### src/sv/drt_pkg.sv
// Shared types, constants and helpers for the detection run event tracker.
// No dependencies; imported by every module of the block.
package drt_pkg;

	localparam int CNT_W   = 8;
	localparam int RUN_W   = 10;
	localparam int FRM_W   = 10;
	localparam int SUM_W   = 32;
	localparam int MARG_W  = 8;
	localparam int OUT_W   = 120;
	localparam int ADDR_W  = 5;
	localparam int COUNT_BITS_DEF = 8;

	localparam logic [1:0] OP_PRIMARY = 2'd0;
	localparam logic [1:0] OP_NESTED  = 2'd1;
	localparam logic [1:0] OP_FRAME   = 2'd2;

	localparam logic [1:0] EV_NONE  = 2'd0;
	localparam logic [1:0] EV_START = 2'd1;
	localparam logic [1:0] EV_STOP  = 2'd2;

	localparam logic [2:0] REG_WINDOW    = 3'd0;
	localparam logic [2:0] REG_WARMUP    = 3'd1;
	localparam logic [2:0] REG_MARGIN    = 3'd2;
	localparam logic [2:0] REG_RUN_THR   = 3'd3;
	localparam logic [2:0] REG_ABOVE_THR = 3'd4;
	localparam logic [2:0] REG_NESTED_EN = 3'd5;

	typedef struct packed {
		logic [FRM_W-1:0]  window_frames;
		logic [FRM_W-1:0]  warmup_frames;
		logic [MARG_W-1:0] above_margin;
		logic [RUN_W-1:0]  run_threshold;
		logic [RUN_W-1:0]  above_run_threshold;
		logic              nested_enabled;
	} cfg_t;

	typedef struct packed {
		logic [5:0]       pad;
		logic [RUN_W-1:0] nested_above_run;
		logic [CNT_W-1:0] nested_last;
		logic [SUM_W-1:0] nested_average;
		logic [RUN_W-1:0] nested_run;
		logic [CNT_W-1:0] primary_last;
		logic [SUM_W-1:0] primary_average;
		logic [RUN_W-1:0] primary_run;
		logic [1:0]       nested_event;
		logic [1:0]       primary_event;
	} res_t;

	function automatic logic [RUN_W-1:0] inc_sat(input logic [RUN_W-1:0] v);
		inc_sat = (v == {RUN_W{1'b1}}) ? v : v + RUN_W'(1);
	endfunction

endpackage

### src/sv/drt_cfg.sv
// APB register file holding the tracker settings.
// Depends on drt_pkg.
module drt_cfg (
	input  logic                       clk,
	input  logic                       arst_n,
	input  logic                       psel,
	input  logic                       penable,
	input  logic                       pwrite,
	input  logic [drt_pkg::ADDR_W-1:0] paddr,
	input  logic [31:0]                pwdata,
	output logic [31:0]                prdata,
	output logic                       pready,
	output drt_pkg::cfg_t              cfg
);
	import drt_pkg::*;

	cfg_t       cfg_q;
	logic [2:0] idx;
	logic       wr;

	assign idx    = paddr[4:2];
	assign pready = 1'b1;
	assign wr     = psel & penable & pwrite & pready;
	assign cfg    = cfg_q;

	always_ff @(posedge clk or negedge arst_n) begin
		if (!arst_n) begin
			cfg_q.window_frames       <= FRM_W'(500);
			cfg_q.warmup_frames       <= FRM_W'(60);
			cfg_q.above_margin        <= MARG_W'(10);
			cfg_q.run_threshold       <= RUN_W'(20);
			cfg_q.above_run_threshold <= RUN_W'(5);
			cfg_q.nested_enabled      <= 1'b1;
		end else if (wr) begin
			case (idx)
				REG_WINDOW:    cfg_q.window_frames       <= pwdata[FRM_W-1:0];
				REG_WARMUP:    cfg_q.warmup_frames       <= pwdata[FRM_W-1:0];
				REG_MARGIN:    cfg_q.above_margin        <= pwdata[MARG_W-1:0];
				REG_RUN_THR:   cfg_q.run_threshold       <= pwdata[RUN_W-1:0];
				REG_ABOVE_THR: cfg_q.above_run_threshold <= pwdata[RUN_W-1:0];
				REG_NESTED_EN: cfg_q.nested_enabled      <= pwdata[0];
				default: ;
			endcase
		end
	end

	always_comb begin
		prdata = '0;
		case (idx)
			REG_WINDOW:    prdata = 32'(cfg_q.window_frames);
			REG_WARMUP:    prdata = 32'(cfg_q.warmup_frames);
			REG_MARGIN:    prdata = 32'(cfg_q.above_margin);
			REG_RUN_THR:   prdata = 32'(cfg_q.run_threshold);
			REG_ABOVE_THR: prdata = 32'(cfg_q.above_run_threshold);
			REG_NESTED_EN: prdata = 32'(cfg_q.nested_enabled);
			default:       prdata = '0;
		endcase
	end

endmodule

### src/sv/drt_div.sv
// Restoring divider, one quotient bit per cycle, sum by frame count.
// Depends on drt_pkg.
module drt_div (
	input  logic                      clk,
	input  logic                      arst_n,
	input  logic                      start,
	input  logic [drt_pkg::SUM_W-1:0] dividend,
	input  logic [drt_pkg::FRM_W-1:0] divisor,
	output logic                      done,
	output logic [drt_pkg::SUM_W-1:0] quotient
);
	import drt_pkg::*;

	localparam int CW = $clog2(SUM_W);

	logic [SUM_W-1:0] quo_q;
	logic [FRM_W-1:0] rem_q;
	logic [FRM_W-1:0] dvs_q;
	logic [CW-1:0]    cnt_q;
	logic             busy_q;
	logic             done_q;
	logic [FRM_W:0]   shifted;
	logic [FRM_W:0]   diff;
	logic             ge;

	assign shifted  = {rem_q, quo_q[SUM_W-1]};
	assign ge       = shifted >= {1'b0, dvs_q};
	assign diff     = shifted - {1'b0, dvs_q};
	assign done     = done_q;
	assign quotient = quo_q;

	always_ff @(posedge clk or negedge arst_n) begin
		if (!arst_n) begin
			busy_q <= 1'b0;
			done_q <= 1'b0;
			cnt_q  <= '0;
		end else if (start) begin
			busy_q <= 1'b1;
			done_q <= 1'b0;
			cnt_q  <= CW'(SUM_W - 1);
		end else if (busy_q) begin
			cnt_q <= cnt_q - CW'(1);
			if (cnt_q == '0) begin
				busy_q <= 1'b0;
				done_q <= 1'b1;
			end
		end else begin
			done_q <= 1'b0;
		end
	end

	always_ff @(posedge clk) begin
		if (start) begin
			quo_q <= dividend;
			rem_q <= '0;
			dvs_q <= divisor;
		end else if (busy_q) begin
			quo_q <= {quo_q[SUM_W-2:0], ge};
			rem_q <= ge ? diff[FRM_W-1:0] : shifted[FRM_W-1:0];
		end
	end

endmodule

### src/sv/detection_run_event_tracker.sv
// Top level: two count trackers, end-of-frame event logic and sequencer.
// Depends on drt_pkg, drt_cfg and drt_div.
//
// channel  | dir | handshake            | payload
// s_       | in  | s_tvalid / s_tready  | s_tuser operation, s_tdata count
// m_       | out | m_tvalid / m_tready  | m_tdata result fields
// apb      | in  | psel, penable, pready| paddr, pwdata, prdata
//
// A sample request raises m_tvalid once the 32-step serial divider that forms
// the average has finished; the next request is accepted only after the
// result has been loaded. End of frame, ignored codes and disabled nested
// samples skip the division before raising m_tvalid.
// Reset clears all tracker state and event flags. A stalled result holds
// the block in its final state until taken.
module detection_run_event_tracker #(
	parameter int COUNT_BITS = drt_pkg::COUNT_BITS_DEF
) (
	input  logic                       clk,
	input  logic                       arst_n,
	input  logic                       s_tvalid,
	output logic                       s_tready,
	input  logic [7:0]                 s_tdata,   // [7:0] count
	input  logic [1:0]                 s_tuser,   // [1:0] operation
	output logic                       m_tvalid,
	input  logic                       m_tready,
	// [1:0] primary_event, [3:2] nested_event, [13:4] primary_run,
	// [45:14] primary_average, [53:46] primary_last, [63:54] nested_run,
	// [95:64] nested_average, [103:96] nested_last, [113:104] nested_above_run
	output logic [drt_pkg::OUT_W-1:0]  m_tdata,
	input  logic                       psel,
	input  logic                       penable,
	input  logic                       pwrite,
	input  logic [drt_pkg::ADDR_W-1:0] paddr,
	input  logic [31:0]                pwdata,
	output logic [31:0]                prdata,
	output logic                       pready
);
	import drt_pkg::*;

	localparam int CntUse = (COUNT_BITS < CNT_W) ? COUNT_BITS : CNT_W;
	localparam logic [CNT_W-1:0] CntMask = CNT_W'((33'd1 << CntUse) - 33'd1);

	localparam logic [1:0] ST_IDLE = 2'd0;
	localparam logic [1:0] ST_EXEC = 2'd1;
	localparam logic [1:0] ST_DIV  = 2'd2;
	localparam logic [1:0] ST_DONE = 2'd3;

	cfg_t cfg;

	logic [1:0]       state_q;
	logic [1:0]       op_q;
	logic [CNT_W-1:0] cnt_q;
	logic [1:0]       pev_q, nev_q;
	res_t             res_q;
	logic             mvalid_q;

	logic [CNT_W-1:0] last_q [2];
	logic [RUN_W-1:0] run_q  [2];
	logic [RUN_W-1:0] abv_q  [2];
	logic [SUM_W-1:0] sum_q  [2];
	logic [FRM_W-1:0] frm_q  [2];
	logic [SUM_W-1:0] avg_q  [2];
	logic             act_q  [2];

	logic             t;
	logic             smp;
	logic             clr;
	logic [CNT_W-1:0] l0, n_last;
	logic [RUN_W-1:0] r0, ab0, n_run, n_abv;
	logic [SUM_W-1:0] s0, a0, n_sum;
	logic [FRM_W-1:0] f0, n_frm;
	logic             above;
	logic             p_on;
	logic             n_on;
	logic [1:0]       pev_d, nev_d;
	logic             act0_d, act1_d;
	logic             res_load;

	logic             div_start;
	logic             div_done;
	logic [SUM_W-1:0] div_quo;

	drt_cfg u_cfg (
		.clk     (clk),
		.arst_n  (arst_n),
		.psel    (psel),
		.penable (penable),
		.pwrite  (pwrite),
		.paddr   (paddr),
		.pwdata  (pwdata),
		.prdata  (prdata),
		.pready  (pready),
		.cfg     (cfg)
	);

	drt_div u_div (
		.clk      (clk),
		.arst_n   (arst_n),
		.start    (div_start),
		.dividend (n_sum),
		.divisor  (n_frm),
		.done     (div_done),
		.quotient (div_quo)
	);

	assign s_tready = (state_q == ST_IDLE);
	assign m_tvalid = mvalid_q;
	assign m_tdata  = res_q;

	assign t   = op_q[0];
	assign smp = (op_q == OP_PRIMARY) || ((op_q == OP_NESTED) && cfg.nested_enabled);
	assign div_start = (state_q == ST_EXEC) && smp;
	assign res_load  = (state_q == ST_DONE) && (!mvalid_q || m_tready);

	// sample update ahead of the division
	always_comb begin
		clr   = frm_q[t] >= cfg.window_frames;
		f0    = clr ? '0 : frm_q[t];
		l0    = clr ? '0 : last_q[t];
		r0    = clr ? '0 : run_q[t];
		ab0   = clr ? '0 : abv_q[t];
		s0    = clr ? '0 : sum_q[t];
		a0    = clr ? '0 : avg_q[t];
		above = 33'(l0) > (33'(a0) + 33'(cfg.above_margin));
		n_abv = ab0;
		if (f0 >= cfg.warmup_frames) begin
			n_abv = above ? inc_sat(ab0) : '0;
		end
		if (cnt_q != '0) begin
			n_run  = inc_sat(r0);
			n_last = cnt_q;
			n_sum  = s0 + SUM_W'(cnt_q);
			n_frm  = inc_sat(f0);
		end else begin
			n_run  = '0;
			n_last = l0;
			n_sum  = s0;
			n_frm  = FRM_W'(1);
		end
	end

	assign p_on = run_q[0] > cfg.run_threshold;
	assign n_on = (run_q[1] > cfg.run_threshold) && (SUM_W'(last_q[1]) > avg_q[1]) &&
		(abv_q[1] > cfg.above_run_threshold);

	// end-of-frame events
	always_comb begin
		pev_d  = EV_NONE;
		nev_d  = EV_NONE;
		act0_d = act_q[0];
		act1_d = act_q[1];
		if (p_on) begin
			if (!act_q[0]) begin
				act0_d = 1'b1;
				pev_d  = EV_START;
			end
		end else begin
			if (act_q[0]) begin
				pev_d = EV_STOP;
			end
			act0_d = 1'b0;
		end
		if (cfg.nested_enabled && p_on) begin
			if (n_on) begin
				if (!act_q[1]) begin
					act1_d = 1'b1;
					nev_d  = EV_START;
				end
			end else if (abv_q[1] == '0) begin
				if (act_q[1]) begin
					nev_d = EV_STOP;
				end
				act1_d = 1'b0;
			end
		end
	end

	always_ff @(posedge clk or negedge arst_n) begin
		if (!arst_n) begin
			mvalid_q <= 1'b0;
		end else if (res_load) begin
			mvalid_q <= 1'b1;
		end else if (m_tready) begin
			mvalid_q <= 1'b0;
		end
	end

	always_ff @(posedge clk or negedge arst_n) begin
		if (!arst_n) begin
			state_q  <= ST_IDLE;
			pev_q    <= EV_NONE;
			nev_q    <= EV_NONE;
			op_q     <= OP_PRIMARY;
			cnt_q    <= '0;
			for (int i = 0; i < 2; i++) begin
				last_q[i] <= '0;
				run_q[i]  <= '0;
				abv_q[i]  <= '0;
				sum_q[i]  <= '0;
				frm_q[i]  <= '0;
				avg_q[i]  <= '0;
				act_q[i]  <= 1'b0;
			end
		end else begin
			case (state_q)
				ST_IDLE: begin
					if (s_tvalid) begin
						op_q    <= s_tuser;
						cnt_q   <= s_tdata & CntMask;
						state_q <= ST_EXEC;
					end
				end
				ST_EXEC: begin
					if (smp) begin
						pev_q     <= EV_NONE;
						nev_q     <= EV_NONE;
						last_q[t] <= n_last;
						run_q[t]  <= n_run;
						abv_q[t]  <= n_abv;
						sum_q[t]  <= n_sum;
						frm_q[t]  <= n_frm;
						state_q   <= ST_DIV;
					end else if (op_q == OP_FRAME) begin
						pev_q    <= pev_d;
						nev_q    <= nev_d;
						act_q[0] <= act0_d;
						act_q[1] <= act1_d;
						state_q  <= ST_DONE;
					end else begin
						pev_q   <= EV_NONE;
						nev_q   <= EV_NONE;
						state_q <= ST_DONE;
					end
				end
				ST_DIV: begin
					if (div_done) begin
						avg_q[t] <= div_quo;
						state_q  <= ST_DONE;
					end
				end
				ST_DONE: begin
					if (res_load) begin
						state_q <= ST_IDLE;
					end
				end
				default: state_q <= ST_IDLE;
			endcase
		end
	end

	always_ff @(posedge clk) begin
		if (res_load) begin
			res_q.pad              <= '0;
			res_q.primary_event    <= pev_q;
			res_q.nested_event     <= nev_q;
			res_q.primary_run      <= run_q[0];
			res_q.primary_average  <= avg_q[0];
			res_q.primary_last     <= last_q[0];
			res_q.nested_run       <= run_q[1];
			res_q.nested_average   <= avg_q[1];
			res_q.nested_last      <= last_q[1];
			res_q.nested_above_run <= abv_q[1];
		end
	end

	a_div_in_div: assert property (@(posedge clk) disable iff (!arst_n)
		div_done |-> state_q == ST_DIV)
		else $error("divider finished outside the divide step");

	a_valid_from_done: assert property (@(posedge clk) disable iff (!arst_n)
		$rose(mvalid_q) |-> $past(state_q) == ST_DONE)
		else $error("result raised without completing a request");

	a_event_code: assert property (@(posedge clk) disable iff (!arst_n)
		mvalid_q |-> (res_q.primary_event == EV_NONE || res_q.primary_event == EV_START ||
			res_q.primary_event == EV_STOP) && (res_q.nested_event == EV_NONE ||
			res_q.nested_event == EV_START || res_q.nested_event == EV_STOP))
		else $error("undefined event code in result");

endmodule
### config.mk
export PLATFORM = sky130hd
export DESIGN_NAME = detection_run_event_tracker
export DESIGN_NICKNAME = d
export VERILOG_FILES = /design/src/sv/drt_pkg.sv /design/src/sv/drt_cfg.sv /design/src/sv/drt_div.sv /design/src/sv/detection_run_event_tracker.sv
export SDC_FILE = /design/constraint.sdc
export NUM_CORES = 1
export LEC_CHECK = 0
export ABC_CLOCK_PERIOD_IN_PS = 16309
export BUFFER_PORTS_ARGS = -buffer_cell sky130_fd_sc_hd__buf_2
export CELL_PAD_IN_SITES_DETAIL_PLACEMENT = 1
export CELL_PAD_IN_SITES_GLOBAL_PLACEMENT = 1
export CORE_AREA = 4 4 309 311
export DETAILED_ROUTE_END_ITERATION = 8
export DIE_AREA = 0 0 313 315
export PLACE_DENSITY = 0.51
export SLEW_MARGIN = 20
export SYNTH_ARGS = -nofsm -noshare
export SYNTH_HDL_FRONTEND = slang
export SYNTH_SLANG_ARGS = --single-unit
export TNS_END_PERCENT = 5
### constraint.sdc
create_clock -name clk -period 16.31 [get_ports clk]
set_input_delay 2.4465 -clock clk [delete_from_list [all_inputs] [get_ports clk]]
set_output_delay 2.4465 -clock clk [all_outputs]
set_load 0.01 [all_outputs]
==> impl_metrics.ini <==
[run_status]
status = finished clean

[route]
ant_nets = 0
first_pass_iters = 5
drc = 0
vias_per_cell = 4.666
post_drt_wl_per_cell_um = 20.02
drt_wl_total_mm = 71.60
via_count = 16690
drt_iter0_markers = 603

[sta]
finalHoldViolCount = 0
tightest_slew_ps = 1066
period_share_pct = 47.68
grt_setup_unrepaired = no
final.setup.tns_ps = 0
clock.fmax_mhz = 128.6
period_minus_slack_ps = 7777
skew_ps = 30.78
relSlewSlack_pct = 28.48
setup_viol_count_final = 0
hold_slack_ps = 457.9
finalMaxSlewViolations = 0

[setup_path]
worstSetupPathType = reg2reg
required_ps = 16840
end_kind = flip-flop
critPathMaxFanout = 42
cp-startpoint = op_q[0]$_DFFE_PN0P_
ff2ff_path_depth = 24
arrival_ps = 8310
endpoint = abv_q[1]$_DFFE_PN0P_
rr_startpoint = op_q[0]$_DFFE_PN0P_
cp-start-kind = flip-flop
rrSetupSlack_ps = 8530
r2r_end = abv_q[1]$_DFFE_PN0P_

[layout]
fin_nets = 2434
area_growth_pct = 17.22
drive_above_1_share_pct = 19.77
postLayoutCoreUtil_pct = 29.03
fill_cells = 10490
stdcell_area_um2 = 26930

[place]
dp_hpwl_mm = 51.61
place_congestion = 0.7799
portBuffers = 155
place_area_um2 = 25030

[cts]
clockBufferDepth = 3
postCtsHoldBufs = 0
clock_latency_ps = 640
cts_buffers = 54
cts_num_sinks = 445
post-cts-setup-buffers = 0
cts_max_level = 2
cts_tree = built
cts-root-buf = clkbuf_16
cts.clk_slew.worst_paths_ps = 70
ctsResizeCount = 0

[global_routing]
grt_max_degree = 110
grt_util_all_layers_pct = 14.33
overflow = 0
grt_first_pass_wirelength_mm = 110.4
antenna_found_initial = 0
first_global_vias = 18170

[logic_synthesis]
yosys.area.top_type_share_pct = 28.54
ys_ff_latch = 445
synth_cell_types = 90
synth-warning-count = 0
synth-seq-area-share_pct = 51.75
yosys-top-cells-area = dfrtp_1 (29%), edfxtp_1 (20%), mux2_2 (6.4%)
postSynthCellCount = 2132
netlist_area_um2 = 22970
synth-main-ff-cell = dfrtp_1
async_flop_share_pct = 62.70
synth_largest_area_cell = dfrtp_1
syn_avg_cell_area_um2 = 10.78
synth_edf_count = 156

[die]
fp.dieH_um = 315
design.core.area_um2 = 92770
initial_core_util_pct = 24.76
die_x_um = 313
io_pins = 209
dieArea_um2 = 98600
std_cell_rows = 112

[power_and_ir_drop]
ir_drop_mv = 0.07688
leakagePower_nw = 11.72
powerDensity_nw_per_um2 = 183.2

[run]
maxCapViolCount = 0

[min_path]
hp-class = reg2reg
[area by class of cell]
cell class                      count  area [um2]  area share [%]
Clock buffer                       64        1461           5.427
Sequential cell                   445       11890           44.16
Timing Repair Buffer              177       963.4           3.578
Clock inverter                     38       431.7           1.603
Tap cell                         1254        1569           5.826
Inverter                          108       405.4           1.505
Antenna cell                        1       2.502        0.009292
Multi-Input combinational cell   1490       10200           37.89
[worst max-delay path, stage by stage (launching register included)]
cell and delay (ps):
dfrtp_4 960, mux2i_1 550, inv_1 90, ha_1 320, a21oi_1 140, nand2_1 70
a31oi_1 590, nand2_4 480, nor2_1 220, ha_1 190, inv_1 60, fa_1 410
nand2b_1 190, a21o_1 200, and2_1 200, xor2_1 170, ha_1 300, o21ai_0 90
a21oi_1 160, o41ai_1 150, nor4_1 710, o41ai_1 380, a211oi_2 490, a211oi_4 240
a211oi_2 270
[per-layer routing]
metal  routed length (um)  vias up  share of wire (%)  global-route usage (%)
met4                 2475        0                3.5                   5.291
met2                35310      242                 49                   25.18
met5                    0        -                  0                       0
met3                 2623      113                3.7                   2.537
met1                31190     8448                 44                   17.60
li1                     -     7889                  -                       -
[placed cells by master (no fill, tap or decap), drive strengths merged, types with 12 or more instances in the layout]
cell type / instances
o31ai: 24
clkbuf: 64
nor4: 16
nor3: 29
inv: 111
edfxtp: 156
o21ai: 205
and2: 12
mux2i: 92
nor2b: 30
a21oi: 94
nor2: 123
a211oi: 18
dfstp: 17
and3: 13
conb: 29
buf: 177
nand3: 38
ha: 101
a32oi: 12
xnor2: 37
clkinv: 22
nand2: 252
dfrtp: 262
nand2b: 21
a22o: 15
xor2: 28
nand4: 21
a21o: 22
mux2: 130
a31oi: 18
[state kept, by name (all words and copies together), names as in the netlist, 16 cells and up]
| register | cells |
|---|---|
| u_div.quotient | 32 |
| u_cfg.cfg | 49 |
| abv_q | 20 |
| run_q | 20 |
| avg_q | 64 |
| m_tdata | 114 |
| frm_q | 20 |
| last_q | 16 |
| sum_q | 64 |
[synth_stat cells (31+ instances only)]
library cell,n
mux2i_1,92
dfrtp_1,262
mux2_2,130
ha_1,101
inv_1,107
clkbuf_1,56
nand2_1,252
edfxtp_1,156
o21ai_0,201
nor2_1,123
buf_4,31
nand3_1,38
a21oi_1,93
xnor2_1,37
[power by group]
group | internal [mW] | total (mW) | switching (mW)
Clock | 0.770 | 1.28 | 0.513
Sequential | 1.55 | 1.86 | 0.312
Combinational | 0.678 | 1.79 | 1.11
Total | 3.00 | 4.93 | 1.93
[how the worst min path moves through the flow]
stage / from / slack, ps / cells after the start / to
floorplan: nev_q[1]$_DFFE_PN0N_ / 420 / 0 / m_tdata[3]$_DFFE_PP_
detailed placement: pev_q[1]$_DFFE_PN0N_ / 450 / 0 / m_tdata[1]$_DFFE_PP_
global placement: u_div.rem_q[9]$_SDFFE_PP0P_ / 440 / 2 / u_div.rem_q[9]$_SDFFE_PP0P_
CTS: pev_q[1]$_DFFE_PN0N_ / 460 / 0 / m_tdata[1]$_DFFE_PP_
finish: pev_q[1]$_DFFE_PN0N_ / 460 / 0 / m_tdata[1]$_DFFE_PP_
global route: pev_q[1]$_DFFE_PN0N_ / 470 / 0 / m_tdata[1]$_DFFE_PP_
[through the flow]
step | cells | total power [mW] | setup WS [ps]
final | 3577 | 4.934 | 8533
after global routing | 3576 | 5.288 | 8082
after CTS | 3576 | 5.035 | 8374
after detailed placement | 3474 | 3.712 | 8433
after global placement | 3474 | 3.652 | 8434
after floorplan | 2159 | 2.990 | 9490
[cell families (layout without fill, tap and decap cells)]
kind of cell | count (synthesis) | count (layout) | share of synthesized area [%]
simple gates | 600 | 600 | 12.29
compound gates | 469 | 469 | 12.70
flops | 445 | 445 | 51.75
buf+inv | 224 | 387 | 4.515
mux | 223 | 223 | 10.48
fa+ha+maj | 104 | 104 | 5.762
xor+xnor | 65 | 65 | 2.478
other cells | 2 | 30 | 0.03269
(Power assumes the default switching activity.)
